==> src/hw/rtl/ssf_pkg.sv <==
// ----------------------------------------------------------------------------
// ssf_pkg
// Shared sizes, codes and types of the shortest-seek-first scheduler.
// ----------------------------------------------------------------------------
package ssf_pkg;

   localparam int unsigned BLOCK_RANGE   = 4096;
   localparam int unsigned QUEUE_DEPTH   = 64;
   localparam int unsigned TAG_BITS      = 16;

   localparam int unsigned POS_BITS      = 12;
   localparam int unsigned SLOT_BITS     = $clog2(QUEUE_DEPTH);
   localparam int unsigned CNT_BITS      = $clog2(QUEUE_DEPTH + 1);
   localparam int unsigned TOTAL_BITS    = 32;

   localparam int unsigned FIFO_DEPTH    = 2;
   localparam int unsigned FIFO_PTR_BITS = $clog2(FIFO_DEPTH);
   localparam int unsigned FIFO_CNT_BITS = $clog2(FIFO_DEPTH + 1);

   localparam logic [POS_BITS-1:0]   POS_MAX   = POS_BITS'(BLOCK_RANGE - 1);
   localparam logic [TOTAL_BITS-1:0] TOTAL_MAX = '1;

   typedef enum logic [0:0] {
      OP_ADD   = 1'b0,
      OP_SERVE = 1'b1
   } op_type;

   typedef enum logic [1:0] {
      ST_ADDED  = 2'd0,
      ST_SERVED = 2'd1,
      ST_EMPTY  = 2'd2,
      ST_FULL   = 2'd3
   } status_type;

   typedef enum logic [2:0] {
      ENG_IDLE,
      ENG_FIND,
      ENG_SCAN,
      ENG_LAST,
      ENG_DONE
   } eng_state_type;

   // one classified word between front and back
   typedef struct packed {
      op_type              op;
      logic [POS_BITS-1:0] pos;
      logic [TAG_BITS-1:0] tag;
   } cmd_type;

   // one result word
   typedef struct packed {
      status_type            status;
      logic [POS_BITS-1:0]   served_position;
      logic [TAG_BITS-1:0]   served_tag;
      logic [POS_BITS-1:0]   seek_distance;
      logic [TOTAL_BITS-1:0] total_seek;
      logic [CNT_BITS-1:0]   pending_count;
   } rsp_type;

   // limit a position to the block range
   function automatic logic [POS_BITS-1:0] clamp_pos(input logic [POS_BITS-1:0] p);
      logic [POS_BITS-1:0] r;
      r = p;
      if (p > POS_MAX) begin
         r = POS_MAX;
      end
      return r;
   endfunction

endpackage

==> src/hw/rtl/ssf_front.sv <==
// ----------------------------------------------------------------------------
// ssf_front
// Input stage: accepts request words, decodes and clamps them, and holds
// one classified word until the command queue takes it.
// ----------------------------------------------------------------------------
module ssf_front (
   input  logic                         clock,
   input  logic                         reset,
   input  logic                         req_valid,
   output logic                         req_ready,
   input  logic                         req_operation,
   input  logic [ssf_pkg::POS_BITS-1:0] req_block_position,
   input  logic [ssf_pkg::TAG_BITS-1:0] req_batch_tag,
   output logic                         push_valid,
   input  logic                         push_ready,
   output ssf_pkg::cmd_type             push_cmd
);

   logic             hold_valid_ff, hold_valid_in;
   ssf_pkg::cmd_type hold_cmd_ff, hold_cmd_in;
   logic             req_take;

   assign req_ready  = !hold_valid_ff || push_ready;
   assign req_take   = req_valid && req_ready;
   assign push_valid = hold_valid_ff;
   assign push_cmd   = hold_cmd_ff;

   // classify the incoming word, hold it until pushed
   always_comb begin
      hold_cmd_in   = hold_cmd_ff;
      hold_valid_in = hold_valid_ff;
      if (push_ready) begin
         hold_valid_in = 1'b0;
      end
      if (req_take) begin
         hold_valid_in   = 1'b1;
         hold_cmd_in.op  = req_operation ? ssf_pkg::OP_SERVE : ssf_pkg::OP_ADD;
         hold_cmd_in.pos = ssf_pkg::clamp_pos(req_block_position);
         hold_cmd_in.tag = req_batch_tag;
      end
   end

   always_ff @(posedge clock) begin
      if (reset) begin
         hold_valid_ff <= 1'b0;
      end else begin
         hold_valid_ff <= hold_valid_in;
      end
   end

   always_ff @(posedge clock) begin
      hold_cmd_ff <= hold_cmd_in;
   end

endmodule

==> src/hw/rtl/ssf_cmd_fifo.sv <==
// ----------------------------------------------------------------------------
// ssf_cmd_fifo
// Short command queue between the front stage and the scheduling engine.
// ----------------------------------------------------------------------------
module ssf_cmd_fifo (
   input  logic             clock,
   input  logic             reset,
   input  logic             push_valid,
   output logic             push_ready,
   input  ssf_pkg::cmd_type push_cmd,
   output logic             pop_valid,
   input  logic             pop_ready,
   output ssf_pkg::cmd_type pop_cmd
);

   ssf_pkg::cmd_type                    entry_ff [ssf_pkg::FIFO_DEPTH];
   logic [ssf_pkg::FIFO_PTR_BITS-1:0]   wr_ptr_ff, wr_ptr_in;
   logic [ssf_pkg::FIFO_PTR_BITS-1:0]   rd_ptr_ff, rd_ptr_in;
   logic [ssf_pkg::FIFO_CNT_BITS-1:0]   count_ff, count_in;
   logic                                do_push, do_pop;

   assign push_ready = count_ff != ssf_pkg::FIFO_CNT_BITS'(ssf_pkg::FIFO_DEPTH);
   assign pop_valid  = count_ff != '0;
   assign pop_cmd    = entry_ff[rd_ptr_ff];
   assign do_push    = push_valid && push_ready;
   assign do_pop     = pop_valid && pop_ready;

   // advance pointers and occupancy
   always_comb begin
      wr_ptr_in = wr_ptr_ff;
      rd_ptr_in = rd_ptr_ff;
      count_in  = count_ff;
      if (do_push) begin
         wr_ptr_in = (wr_ptr_ff == ssf_pkg::FIFO_PTR_BITS'(ssf_pkg::FIFO_DEPTH - 1)) ?
                     '0 : wr_ptr_ff + 1'b1;
      end
      if (do_pop) begin
         rd_ptr_in = (rd_ptr_ff == ssf_pkg::FIFO_PTR_BITS'(ssf_pkg::FIFO_DEPTH - 1)) ?
                     '0 : rd_ptr_ff + 1'b1;
      end
      if (do_push && !do_pop) begin
         count_in = count_ff + 1'b1;
      end else if (do_pop && !do_push) begin
         count_in = count_ff - 1'b1;
      end
   end

   always_ff @(posedge clock) begin
      if (reset) begin
         wr_ptr_ff <= '0;
         rd_ptr_ff <= '0;
         count_ff  <= '0;
      end else begin
         wr_ptr_ff <= wr_ptr_in;
         rd_ptr_ff <= rd_ptr_in;
         count_ff  <= count_in;
      end
   end

   // store the pushed word
   always_ff @(posedge clock) begin
      if (do_push) begin
         entry_ff[wr_ptr_ff] <= push_cmd;
      end
   end

endmodule

==> src/hw/rtl/ssf_engine.sv <==
// ----------------------------------------------------------------------------
// ssf_engine
// Scheduling engine: keeps the request table, places adds in the lowest free
// slot by a slot-by-slot search and serves the nearest request by a full
// sweep of the table memory, then registers the result word.
// ----------------------------------------------------------------------------
module ssf_engine (
   input  logic                         clock,
   input  logic                         reset,
   input  logic                         cmd_valid,
   output logic                         cmd_ready,
   input  ssf_pkg::cmd_type             cmd,
   input  logic                         csr_write_enable,
   input  logic [ssf_pkg::POS_BITS-1:0] csr_write_data,
   output logic                         rsp_valid,
   input  logic                         rsp_ready,
   output ssf_pkg::rsp_type             rsp
);

   localparam logic [ssf_pkg::SLOT_BITS-1:0] LAST_SLOT =
      ssf_pkg::SLOT_BITS'(ssf_pkg::QUEUE_DEPTH - 1);
   localparam logic [ssf_pkg::CNT_BITS-1:0] FULL_COUNT =
      ssf_pkg::CNT_BITS'(ssf_pkg::QUEUE_DEPTH);

   // request table
   logic [ssf_pkg::POS_BITS-1:0] pos_mem [ssf_pkg::QUEUE_DEPTH];
   logic [ssf_pkg::TAG_BITS-1:0] tag_mem [ssf_pkg::QUEUE_DEPTH];
   logic [ssf_pkg::POS_BITS-1:0] rd_pos_ff;
   logic [ssf_pkg::TAG_BITS-1:0] rd_tag_ff;
   logic                         mem_we;

   ssf_pkg::eng_state_type         state_ff, state_in;
   ssf_pkg::cmd_type               cmd_ff, cmd_in;
   logic [ssf_pkg::SLOT_BITS-1:0]  idx_ff, idx_in;
   logic [ssf_pkg::QUEUE_DEPTH-1:0] valid_ff, valid_in;
   logic [ssf_pkg::CNT_BITS-1:0]   count_ff, count_in;
   logic [ssf_pkg::POS_BITS-1:0]   head_ff, head_in;
   logic [ssf_pkg::TOTAL_BITS-1:0] total_ff, total_in;
   logic                           moved_ff, moved_in;
   ssf_pkg::status_type            res_status_ff, res_status_in;

   // compare stage of the sweep
   logic                           p1_valid_ff, p1_valid_in;
   logic [ssf_pkg::SLOT_BITS-1:0]  p1_idx_ff;
   logic                           found_ff, found_in;
   logic [ssf_pkg::SLOT_BITS-1:0]  best_idx_ff, best_idx_in;
   logic [ssf_pkg::POS_BITS-1:0]   best_d_ff, best_d_in;
   logic [ssf_pkg::POS_BITS-1:0]   best_pos_ff, best_pos_in;
   logic [ssf_pkg::TAG_BITS-1:0]   best_tag_ff, best_tag_in;
   logic [ssf_pkg::POS_BITS-1:0]   gap;
   logic                           take;

   logic                           rsp_valid_ff, rsp_valid_in;
   ssf_pkg::rsp_type               rsp_ff, rsp_in;
   logic                           out_free;
   logic [ssf_pkg::TOTAL_BITS:0]   sum;

   assign rsp_valid = rsp_valid_ff;
   assign rsp       = rsp_ff;
   assign out_free  = !rsp_valid_ff || rsp_ready;
   assign cmd_ready = state_ff == ssf_pkg::ENG_IDLE;

   // distance of the slot read last cycle and whether it is the new best
   always_comb begin
      gap  = (rd_pos_ff >= head_ff) ? rd_pos_ff - head_ff : head_ff - rd_pos_ff;
      take = p1_valid_ff && valid_ff[p1_idx_ff] && (!found_ff || gap < best_d_ff);
      sum  = {1'b0, total_ff} + (ssf_pkg::TOTAL_BITS + 1)'(best_d_ff);
   end

   // sequencer, table bookkeeping and result register
   always_comb begin
      state_in      = state_ff;
      cmd_in        = cmd_ff;
      idx_in        = idx_ff;
      valid_in      = valid_ff;
      count_in      = count_ff;
      head_in       = head_ff;
      total_in      = total_ff;
      moved_in      = moved_ff;
      res_status_in = res_status_ff;
      p1_valid_in   = 1'b0;
      found_in      = found_ff;
      best_idx_in   = best_idx_ff;
      best_d_in     = best_d_ff;
      best_pos_in   = best_pos_ff;
      best_tag_in   = best_tag_ff;
      rsp_valid_in  = rsp_valid_ff && !rsp_ready;
      rsp_in        = rsp_ff;
      mem_we        = 1'b0;

      // head follows the start position until the first serve
      if (csr_write_enable && !moved_ff) begin
         head_in = ssf_pkg::clamp_pos(csr_write_data);
      end

      if (take) begin
         found_in    = 1'b1;
         best_idx_in = p1_idx_ff;
         best_d_in   = gap;
         best_pos_in = rd_pos_ff;
         best_tag_in = rd_tag_ff;
      end

      case (state_ff)
         ssf_pkg::ENG_IDLE: begin
            if (cmd_valid) begin
               cmd_in = cmd;
               idx_in = '0;
               if (cmd.op == ssf_pkg::OP_ADD) begin
                  if (count_ff == FULL_COUNT) begin
                     res_status_in = ssf_pkg::ST_FULL;
                     state_in      = ssf_pkg::ENG_DONE;
                  end else begin
                     state_in = ssf_pkg::ENG_FIND;
                  end
               end else begin
                  if (count_ff == '0) begin
                     res_status_in = ssf_pkg::ST_EMPTY;
                     state_in      = ssf_pkg::ENG_DONE;
                  end else begin
                     found_in = 1'b0;
                     state_in = ssf_pkg::ENG_SCAN;
                  end
               end
            end
         end
         ssf_pkg::ENG_FIND: begin
            // a free slot exists, so the search stops before the end
            if (!valid_ff[idx_ff]) begin
               mem_we           = 1'b1;
               valid_in[idx_ff] = 1'b1;
               count_in         = count_ff + 1'b1;
               res_status_in    = ssf_pkg::ST_ADDED;
               state_in         = ssf_pkg::ENG_DONE;
            end else begin
               idx_in = idx_ff + 1'b1;
            end
         end
         ssf_pkg::ENG_SCAN: begin
            p1_valid_in = 1'b1;
            idx_in      = idx_ff + 1'b1;
            if (idx_ff == LAST_SLOT) begin
               state_in = ssf_pkg::ENG_LAST;
            end
         end
         ssf_pkg::ENG_LAST: begin
            res_status_in = ssf_pkg::ST_SERVED;
            state_in      = ssf_pkg::ENG_DONE;
         end
         ssf_pkg::ENG_DONE: begin
            if (out_free) begin
               rsp_valid_in           = 1'b1;
               rsp_in.status          = res_status_ff;
               rsp_in.served_position = '0;
               rsp_in.served_tag      = '0;
               rsp_in.seek_distance   = '0;
               rsp_in.total_seek      = total_ff;
               rsp_in.pending_count   = count_ff;
               if (res_status_ff == ssf_pkg::ST_SERVED) begin
                  total_in = sum[ssf_pkg::TOTAL_BITS] ? ssf_pkg::TOTAL_MAX :
                             sum[ssf_pkg::TOTAL_BITS-1:0];
                  head_in                = best_pos_ff;
                  moved_in               = 1'b1;
                  valid_in[best_idx_ff]  = 1'b0;
                  count_in               = count_ff - 1'b1;
                  rsp_in.served_position = best_pos_ff;
                  rsp_in.served_tag      = best_tag_ff;
                  rsp_in.seek_distance   = best_d_ff;
                  rsp_in.total_seek      = sum[ssf_pkg::TOTAL_BITS] ? ssf_pkg::TOTAL_MAX :
                                           sum[ssf_pkg::TOTAL_BITS-1:0];
                  rsp_in.pending_count   = count_ff - 1'b1;
               end
               state_in = ssf_pkg::ENG_IDLE;
            end
         end
         default: begin
            state_in = ssf_pkg::ENG_IDLE;
         end
      endcase
   end

   always_ff @(posedge clock) begin
      if (reset) begin
         state_ff     <= ssf_pkg::ENG_IDLE;
         valid_ff     <= '0;
         count_ff     <= '0;
         head_ff      <= '0;
         total_ff     <= '0;
         moved_ff     <= 1'b0;
         p1_valid_ff  <= 1'b0;
         rsp_valid_ff <= 1'b0;
      end else begin
         state_ff     <= state_in;
         valid_ff     <= valid_in;
         count_ff     <= count_in;
         head_ff      <= head_in;
         total_ff     <= total_in;
         moved_ff     <= moved_in;
         p1_valid_ff  <= p1_valid_in;
         rsp_valid_ff <= rsp_valid_in;
      end
   end

   // payload registers
   always_ff @(posedge clock) begin
      cmd_ff        <= cmd_in;
      idx_ff        <= idx_in;
      res_status_ff <= res_status_in;
      p1_idx_ff     <= idx_ff;
      found_ff      <= found_in;
      best_idx_ff   <= best_idx_in;
      best_d_ff     <= best_d_in;
      best_pos_ff   <= best_pos_in;
      best_tag_ff   <= best_tag_in;
      rsp_ff        <= rsp_in;
   end

   // table memory: one write port, one registered read port
   always_ff @(posedge clock) begin
      if (mem_we) begin
         pos_mem[idx_ff] <= cmd_ff.pos;
         tag_mem[idx_ff] <= cmd_ff.tag;
      end
      rd_pos_ff <= pos_mem[idx_ff];
      rd_tag_ff <= tag_mem[idx_ff];
   end

endmodule

==> src/hw/rtl/shortest_seek_first_scheduler.sv <==
// ----------------------------------------------------------------------------
// shortest_seek_first_scheduler
// Shortest-seek-first disk request scheduler with a 64-slot request table.
// ----------------------------------------------------------------------------
// Usage:
//   req_* carries one word per handshake: operation 0 adds block_position and
//   batch_tag to the table, operation 1 serves the pending request nearest the
//   head (ties to the lowest slot). Every word yields one rsp_* word with the
//   status, the served request, the seek distance, the saturating seek total
//   and the number of pending requests.
//   csr_write_data sets the start position; it also moves the head while no
//   serve has happened since reset.
// Flow:
//   A word passes the front hold register and the two-entry queue before the
//   engine takes it. An add searches slot by slot for the lowest free slot,
//   a serve sweeps all 64 entries through the memory read port, and full and
//   empty go straight to the result. The engine takes one word at a time: a
//   new word only once the result of the last one is registered.
// Reset and stalls:
//   Reset empties the table, clears the total and sets the head to zero; no
//   clearing pass is needed. While rsp_ready is low the result is held, the
//   engine may start the next word and the queue accepts words until it is full.
// ----------------------------------------------------------------------------
module shortest_seek_first_scheduler (
   input  logic                           clock,
   input  logic                           reset,
   input  logic                           req_valid,
   output logic                           req_ready,
   input  logic                           req_operation,
   input  logic [ssf_pkg::POS_BITS-1:0]   req_block_position,
   input  logic [ssf_pkg::TAG_BITS-1:0]   req_batch_tag,
   output logic                           rsp_valid,
   input  logic                           rsp_ready,
   output logic [1:0]                     rsp_status,
   output logic [ssf_pkg::POS_BITS-1:0]   rsp_served_position,
   output logic [ssf_pkg::TAG_BITS-1:0]   rsp_served_tag,
   output logic [ssf_pkg::POS_BITS-1:0]   rsp_seek_distance,
   output logic [ssf_pkg::TOTAL_BITS-1:0] rsp_total_seek,
   output logic [ssf_pkg::CNT_BITS-1:0]   rsp_pending_count,
   input  logic                           csr_write_enable,
   input  logic [ssf_pkg::POS_BITS-1:0]   csr_write_data
);

   logic             push_valid, push_ready;
   ssf_pkg::cmd_type push_cmd;
   logic             pop_valid, pop_ready;
   ssf_pkg::cmd_type pop_cmd;
   ssf_pkg::rsp_type rsp;

   ssf_front u_front (
      .clock              (clock),
      .reset              (reset),
      .req_valid          (req_valid),
      .req_ready          (req_ready),
      .req_operation      (req_operation),
      .req_block_position (req_block_position),
      .req_batch_tag      (req_batch_tag),
      .push_valid         (push_valid),
      .push_ready         (push_ready),
      .push_cmd           (push_cmd)
   );

   ssf_cmd_fifo u_fifo (
      .clock      (clock),
      .reset      (reset),
      .push_valid (push_valid),
      .push_ready (push_ready),
      .push_cmd   (push_cmd),
      .pop_valid  (pop_valid),
      .pop_ready  (pop_ready),
      .pop_cmd    (pop_cmd)
   );

   ssf_engine u_engine (
      .clock            (clock),
      .reset            (reset),
      .cmd_valid        (pop_valid),
      .cmd_ready        (pop_ready),
      .cmd              (pop_cmd),
      .csr_write_enable (csr_write_enable),
      .csr_write_data   (csr_write_data),
      .rsp_valid        (rsp_valid),
      .rsp_ready        (rsp_ready),
      .rsp              (rsp)
   );

   // unpack the result word onto the ports
   assign rsp_status          = rsp.status;
   assign rsp_served_position = rsp.served_position;
   assign rsp_served_tag      = rsp.served_tag;
   assign rsp_seek_distance   = rsp.seek_distance;
   assign rsp_total_seek      = rsp.total_seek;
   assign rsp_pending_count   = rsp.pending_count;

endmodule

==> config.mk <==
export PLATFORM = sky130hd
export DESIGN_NAME = shortest_seek_first_scheduler
export DESIGN_NICKNAME = d
export VERILOG_FILES = /design/src/hw/rtl/ssf_pkg.sv /design/src/hw/rtl/ssf_front.sv /design/src/hw/rtl/ssf_cmd_fifo.sv /design/src/hw/rtl/ssf_engine.sv /design/src/hw/rtl/shortest_seek_first_scheduler.sv
export SDC_FILE = /design/constraint.sdc
export NUM_CORES = 2
export LEC_CHECK = 0
export BUFFER_PORTS_ARGS = -buffer_cell sky130_fd_sc_hd__clkbuf_2
export CAP_MARGIN = 20
export CELL_PAD_IN_SITES_DETAIL_PLACEMENT = 1
export CELL_PAD_IN_SITES_GLOBAL_PLACEMENT = 1
export CORE_MARGIN = 2
export CORE_UTILIZATION = 58
export CTS_CLUSTER_SIZE = 24
export DETAILED_ROUTE_END_ITERATION = 10
export PLACE_DENSITY_LB_ADDON = 0.05
export SETUP_SLACK_MARGIN = 0.02
export SLEW_MARGIN = 20
export SYNTH_ARGS = -nofsm -noshare
export SYNTH_HDL_FRONTEND = slang
export SYNTH_SLANG_ARGS = --single-unit
==> constraint.sdc <==
create_clock -name clock -period 19.65 [get_ports clock]
set_input_delay 2.9475 -clock clock [delete_from_list [all_inputs] [get_ports clock]]
set_output_delay 2.9475 -clock clock [all_outputs]
set_load 0.005 [all_outputs]
## Word level (Yosys, flattened, before mapping)

Memory sizes are Yosys's and may differ from the RTL's. A register that Yosys moved wholly into a read port is not among the register bits.
Index checks and enable logic that the tools add are counted.

- Add/subtract/negate cells: 10
- Order comparisons: 9
- Equality and inequality tests: 16
- Multiplexer cells: 64
- Bitwise gates (word level): 3
- Reductions and logical operators: 36

Operator list:

| cell | count |
|---|---|
| 64-bit two-way mux | 3 |
| 64-bit one-hot mux with 2 select lines | 1 |
| 12-bit two-way mux | 6 |
| 64-bit AND | 1 |
| 64-bit NOT | 1 |
| 64-bit bitwise OR | 1 |
| 39-bit two-way mux | 1 |
| 32-bit by 12-bit adder with 33-bit output | 1 |
| 32-bit two-way mux | 1 |
| 1-bit two-way mux | 25 |
| 12-bit > comparator (second input constant) | 2 |
| 12-bit subtractor | 2 |
| 6-bit by 7-bit less-than comparator with 1-bit output (second input constant) | 3 |
| 3-bit two-way mux | 7 |
| 7-bit two-way mux | 3 |
| 6-bit one-hot mux with 3 select lines | 1 |
| 3-bit one-hot mux with 5 select lines | 1 |
| 2-bit two-way mux | 7 |
| 7-bit one-hot mux with 2 select lines | 1 |
| 1-bit binary-select mux with 6-bit select | 2 |
| 1-bit demux with 6-bit select | 2 |
| 12-bit greater-or-equal comparator | 1 |
| 6-bit by 1-bit greater-or-equal comparator with 1-bit output (second input constant) | 2 |
| 12-bit less-than comparator | 1 |
| other kinds (29) | 62 |

- Register bits: 325
- RAM bits: 1850
- Input port bits: 46
- Output and inout bits: 83
- Memories: 3

Memories:

| memory | words | width | rd ports | clocked after Yosys merged registers in | write ports | RTL line | source |
|---|---|---|---|---|---|---|---|
| u_engine.tag_mem | 64 | 16 | 1 | 1 | 1 | ssf_engine.sv:27 | `logic [ssf_pkg::TAG_BITS-1:0] tag_mem [ssf_pkg::QUEUE_DEPTH];` |
| u_engine.pos_mem | 64 | 12 | 1 | 1 | 1 | ssf_engine.sv:26 | `logic [ssf_pkg::POS_BITS-1:0] pos_mem [ssf_pkg::QUEUE_DEPTH];` |
| u_fifo.entry_ff | 2 | 29 | 1 | 1 | 1 | ssf_cmd_fifo.sv:16 | `ssf_pkg::cmd_type entry_ff [ssf_pkg::FIFO_DEPTH];` |

## Logic depth before layout (Yosys ltp)

- Word-level depth: 10
- Gate-level depth with buffers: 19
- Mapped depth without buffers: 19

## Cells and area by module

Synthesis repeated with hierarchy kept, for this count alone.

- Cell total of the unflattened synthesis: 4848
- Area total of the unflattened synthesis: 82410.3 µm²

By module, submodules not included:

| module | times used | cells an instance | area an instance (µm²) | sequential area each (µm²) |
|---|---|---|---|---|
| ssf_engine | 1 | 4688 | 79128.4 | 61829.3 |
| ssf_cmd_fifo | 1 | 114 | 2311.0 | 1841.8 |
| ssf_front | 1 | 46 | 970.9 | 890.9 |

## Worst setup path before layout

Ideal clock, no wire load.

- Path kind: input port to flip-flop
- From: input port rsp_ready
- To: register u_engine.count_ff[4] (netlist name)
- Library setup time: 0.135 ns
- Arrival: 8.123 ns
- Required time: 19.515 ns
- Path slack: 11.392 ns
- Stages on the path: 8
- Buffers on the path: 3
- Cells stage by stage: nand2b_1 nor2b_1 nand3_1 buf_2 clkbuf_1 clkbuf_1 a311oi_1 o211ai_1

- Cells in the longest elaborated chain, start to end: 3

RTL lines:

| what | RTL line | source |
|---|---|---|
| start, declared | shortest_seek_first_scheduler.sv:33 | `input logic rsp_ready,` |
| 1-bit logical OR | ssf_engine.sv:60 | `assign out_free = !rsp_valid_ff \|\| rsp_ready;` |
| 2-bit by 1-bit inequality test with 1-bit output (no source line) | - |  |
| 4-bit AND reduction (no source line) | - |  |
| end signal, assigned | ssf_engine.sv:195 | `count_ff <= count_in;` |
| end, declared | ssf_engine.sv:36 | `logic [ssf_pkg::CNT_BITS-1:0] count_ff, count_in;` |

No other way between the ends.
A chain may end at the register's enable or synchronous reset.

## Worst setup path after layout

- From: register u_engine.rd_pos_ff[4] (netlist name), read port of u_engine.pos_mem
- To: register u_engine.best_tag_ff[14] (netlist name) (enable)

- Cells in the longest elaborated chain, start to end: 5
- Elaborated cells on any way between the ends: 7
- Classes of those cells: add/sub: 2; order compare: 2; mux: 1; reduce/logical: 2

RTL lines:

| what | RTL line | source |
|---|---|---|
| start, declared | ssf_engine.sv:28 | `logic [ssf_pkg::POS_BITS-1:0] rd_pos_ff;` |
| 12-bit subtractor or 12-bit greater-or-equal comparator (tied branches) | ssf_engine.sv:65 | `gap = (rd_pos_ff >= head_ff) ? rd_pos_ff - head_ff : head_ff - rd_pos_ff;` |
| 12-bit two-way mux (*) | ssf_engine.sv:65 |  |
| named net u_engine.gap, one bit | ssf_engine.sv:50 | `logic [ssf_pkg::POS_BITS-1:0] gap;` |
| 12-bit less-than comparator (*) | ssf_engine.sv:66 | `take = p1_valid_ff && valid_ff[p1_idx_ff] && (!found_ff \|\| gap < best_d_ff);` |
| 1-bit logical OR (*) | ssf_engine.sv:66 |  |
| 1-bit logical AND (*) | ssf_engine.sv:66 |  |
| named net u_engine.take | ssf_engine.sv:51 | `logic take;` |
| end signal, assigned | ssf_engine.sv:214 | `best_tag_ff <= best_tag_in;` |
| end, declared | ssf_engine.sv:49 | `logic [ssf_pkg::TAG_BITS-1:0] best_tag_ff, best_tag_in;` |

The timed path passes the listed nets; every way through them passes the cells marked *.

==> out/metrics.csv <==
stage,metric,value,unit
cts,TritonCTS clock tree,done,
finish,fin area,93400,um2
setup_path,cell mode on critical path,ha_1,
cts,clk slew on worst S/H paths,0.06,ns
setup_path,sum of buffers and inverters on the critical path,1,
finish,Layout Area Growth over Synthesis,12.4,%
timing,Slew headroom,0.184,
pwr,Max IR drop VDD,0.134,mV
synthesis,Gate Count Post-Synth,4915,
pwr,Flop pwr share,0.431,
synthesis,post-synthesis register bit count,2204,
synthesis,cell area after synthesis,83000,um2
cts,Clock Tree Buf Depth,3,
drt,Detailed Route Iter0 Violations,7187,
synthesis,syn_nets,5014,
setup_path,Crit-path slowest cell,dfxtp_1,
timing,fin crit share,0.277,
finish,fin cells,7184,
drt,DRC errors left,0,
die,die width,382,um
placement,placed cell area,86700,um2
setup_path,crit end category,flip-flop,
flow_run,max_cap viols,0,
pwr,Pint,8960,uW
die,core area,142000,um2
die,Die Span Y,382,um
setup_path,worst path arrival time,5.91,ns
setup_path,CP max FO,46,
min_path,Hold Crit Class,flip-flop to flip-flop,
synthesis,post-synthesis cell type count,82,
pwr,power per cell area,146,nW/um2
pwr,Sw Share,0.343,
drt,drt pass-1 iters,5,
grt,All-Layer GR Usage,0.366,
pwr,Static Leak,0.0294,uW
drt,vias,51529,
grt,number of global-route vias before repair,52556,
timing,Least-Margin Pin Slew,1.21,ns
synthesis,synth warn,0,
timing,minimum clock period,5.45,ns
setup_path,CP top delay family,compound AO/OA/AOI/OAI gates,
cts,Setup Buffers After CTS,0,
placement,Port Buffer Count,128,
pwr,Final Power,13600,uW
setup_path,CP required,20.12,ns
synthesis,syn avg cell area,16.9,um2
finish,Post-layout nets,5215,
grt,first-pass GRT wire length,381000,um
drt,total wire length,269000,um
placement,RePlAce Congestion,0.892,
die,Initial Util,0.586,
cts,clk root buf,clkbuf_16,
synthesis,"EDFF count, synth",2042,
cts,"Clk Latency, worst-skew pair",0.86,ns
setup_path,crit start category,flip-flop,
pwr,Comb power frac,0.277,
cts,Post-CTS Resized,0,
timing,Final Skew,0.0338,ns
status,outcome,"finished, final reports clean",
timing,final hold vios,0,
drt,Via-to-Cell Ratio,7.17,
pwr,switching pwr,4670,uW
timing,Final Max Tran Viols,0,
grt,grt ovf,0,
drt,antenna-violating nets left,0,
die,Ports,129,
synthesis,Most used DFF post-synth,edfxtp_1,
cts,clock sinks,2204,
placement,placed insts,6791,
timing,RSZ-0062 raised after global routing,no,
cts,# hold bufs at CTS,0,
finish,filler instances,12090,
drt,DR WL/cell,37.4,um
grt,largest net degree at the start of global routing,110,
cts,TritonCTS Buffers,213,
die,Rows,138,
setup_path,Crit Path Class,flip-flop to flip-flop,
timing,fmax,0.184,GHz
setup_path,CP cell instances,"ha_1, and3_1, a221oi_1, nand3_1, a41o_1, mux2i_1, a222oi_1, xnor2_1, ha_1, a2111oi_0, o211a_1, o21ai_0, a21oi_4, buf_4",
grt,initial antenna violation count,12,
pwr,clock power share,0.292,
setup_path,Worst path max stage delay,0.59,ns
placement,DP HPWL,150000,um
die,DIE AREA,146000,um2
timing,Setup TNS,0,ns
timing,final setup fails,0,
finish,share of cells above drive strength 1,0.151,
synthesis,ys async rst share,0,
cts,H-tree levels,4,
synthesis,register area share after synthesis,0.777,
## flip-flops by register name, summed over array words and instances (netlist names), 12 cells and up, named ones only
| name | count |
|---|---|
| u_engine.tag_mem | 1024 |
| u_engine.total_ff | 32 |
| u_engine.best_tag_ff | 16 |
| u_engine.valid_ff | 64 |
| u_engine.rsp | 81 |
| u_fifo.entry_ff | 58 |
| u_engine.cmd_ff | 28 |
| u_engine.rd_pos_ff | 12 |
| u_front.push_cmd | 29 |
| u_engine.rd_tag_ff | 16 |
| u_engine.head_ff | 12 |
| u_engine.best_pos_ff | 12 |
| u_engine.pos_mem | 768 |
| u_engine.best_d_ff | 12 |
## cell usage after synthesis, types with 9 or more instances
| cell | instances | area, um2 |
|---|---|---|
| mux2_2 | 51 | 574 |
| mux2i_1 | 38 | 380 |
| o211ai_1 | 20 | 150 |
| nand2b_1 | 9 | 56.3 |
| ha_1 | 50 | 626 |
| o21ai_0 | 57 | 285 |
| nor4_1 | 43 | 269 |
| nand3_1 | 55 | 275 |
| a31oi_1 | 148 | 926 |
| edfxtp_1 | 2042 | 61300 |
| a22o_1 | 153 | 1340 |
| nor2b_1 | 19 | 119 |
| a211oi_1 | 31 | 233 |
| nand2_1 | 96 | 360 |
| a21o_1 | 14 | 105 |
| nand4_1 | 46 | 288 |
| a221oi_1 | 165 | 1450 |
| clkbuf_1 | 142 | 533 |
| buf_2 | 121 | 606 |
| nor2_1 | 158 | 593 |
| buf_4 | 13 | 97.6 |
| and3_1 | 18 | 113 |
| a22oi_1 | 554 | 4160 |
| nor3_1 | 102 | 510 |
| xor2_1 | 15 | 131 |
| dfxtp_1 | 162 | 3240 |
| inv_1 | 57 | 214 |
| buf_1 | 49 | 184 |
| a41oi_1 | 38 | 333 |
| a311oi_1 | 12 | 105 |
| xnor2_1 | 19 | 166 |
| mux4_2 | 27 | 608 |
| o21a_1 | 74 | 556 |
| a21oi_1 | 156 | 781 |
| and2_1 | 34 | 213 |
## kinds of logic after synthesis
logic type | count (synthesis) | share of synthesized area
fa+ha+maj | 53 | 0.00826
mux | 116 | 0.0188
flops | 2204 | 0.777
compound gates | 1477 | 0.131
buf+inv | 392 | 0.0209
simple gates | 639 | 0.0397
xor+xnor | 34 | 0.00359
## path summary, 6_finish.rpt
| path | from | endpoint | slack (ns) | depth (start not counted) |
|---|---|---|---|---|
| setup / recovery | u_engine.rd_pos_ff[4]$_DFF_P_ | u_engine.best_tag_ff[14]$_DFFE_PP_ | 14.20 | 14 |
| hold / removal | u_engine.rd_tag_ff[3]$_DFF_P_ | u_engine.best_tag_ff[3]$_DFFE_PP_ | 0.40 | 0 |
| setup reg to reg | u_engine.rd_pos_ff[4]$_DFF_P_ | u_engine.best_tag_ff[14]$_DFFE_PP_ | 14.20 | 14 |
| hold reg to reg | u_engine.rd_tag_ff[3]$_DFF_P_ | u_engine.best_tag_ff[3]$_DFFE_PP_ | 0.40 | 0 |
## routing by layer
metal / vias to the layer above / share of wire / GRT usage / wire [um]
met5: - / 0.00045 / 0 / 120
met1: 26572 / 0.37 / 0.485 / 98100
li1: 20654 / - / - / -
met2: 3566 / 0.47 / 0.578 / 127000
met3: 725 / 0.12 / 0.0924 / 31200
met4: 12 / 0.046 / 0.159 / 12400
## cell usage in the layout (no fill, tap or decap), types with 31 or more instances in the layout
cell type,n
mux2_2,51
a22oi_1,554
a22o_1,153
nor3_1,68
o21ai_0,57
nor3_2,36
nor2_1,123
ha_1,50
a31oi_1,148
dfxtp_1,162
clkbuf_16,218
and2_1,34
buf_4,181
clkbuf_2,127
nand3_1,54
a21oi_1,153
a221oi_1,165
clkbuf_1,54
mux2i_1,38
nand4_1,46
nor4_1,34
a41oi_1,38
nand2_1,95
inv_1,57
clkinv_2,38
nor2_4,37
clkinv_1,48
o21a_1,74
edfxtp_1,2042
a211oi_1,31
## stage by stage
stage | utilization | hold slack [ns] | worst slack [ns]
2_1_floorplan | - | 0.343 | 11.39
3_3_place_gp | 0.611 | 0.388 | 13.96
3_5_place_dp | 0.611 | 0.390 | 13.94
4_1_cts | 0.658 | 0.398 | 14.32
5_1_grt | 0.658 | 0.414 | 13.97
6_report | 0.659 | 0.403 | 14.20
## layout make-up
| cell class | count | area [um2] | share of cell area |
|---|---|---|---|
| clock inverter | 116 | 941 | 0.0101 |
| antenna | 2 | 5.00 | 0.0000536 |
| clock buffer | 275 | 5700 | 0.0611 |
| timing repair buffer | 319 | 2200 | 0.0236 |
| sequential | 2204 | 64600 | 0.692 |
| inverter | 59 | 221 | 0.00237 |
| tap | 1890 | 2360 | 0.0253 |
| multi-input combinational | 2319 | 17400 | 0.186 |
## power by group through the flow
| stage | Sequential (uW) | Combinational (uW) | Clock [uW] |
|---|---|---|---|
| after floorplan | 6120 | 1860 | 0 |
| final | 5870 | 3780 | 3980 |
| after global routing | 5890 | 3930 | 4150 |
| after detailed placement | 5970 | 3640 | 0 |
| after global placement | 5960 | 3540 | 0 |
| after CTS | 5870 | 3670 | 3990 |
## worst register-to-register path: stages (launching register included)
cell and delay, ns:
dfxtp_1 0.59, ha_1 0.41, and3_1 0.24, a221oi_1 0.49, nand3_1 0.14, a41o_1 0.51
mux2i_1 0.20, a222oi_1 0.35, xnor2_1 0.24, ha_1 0.27, a2111oi_0 0.45, o211a_1 0.21
o21ai_0 0.16, a21oi_4 0.18, buf_4 0.57
Note: power is estimated with default switching activity, not from simulation.
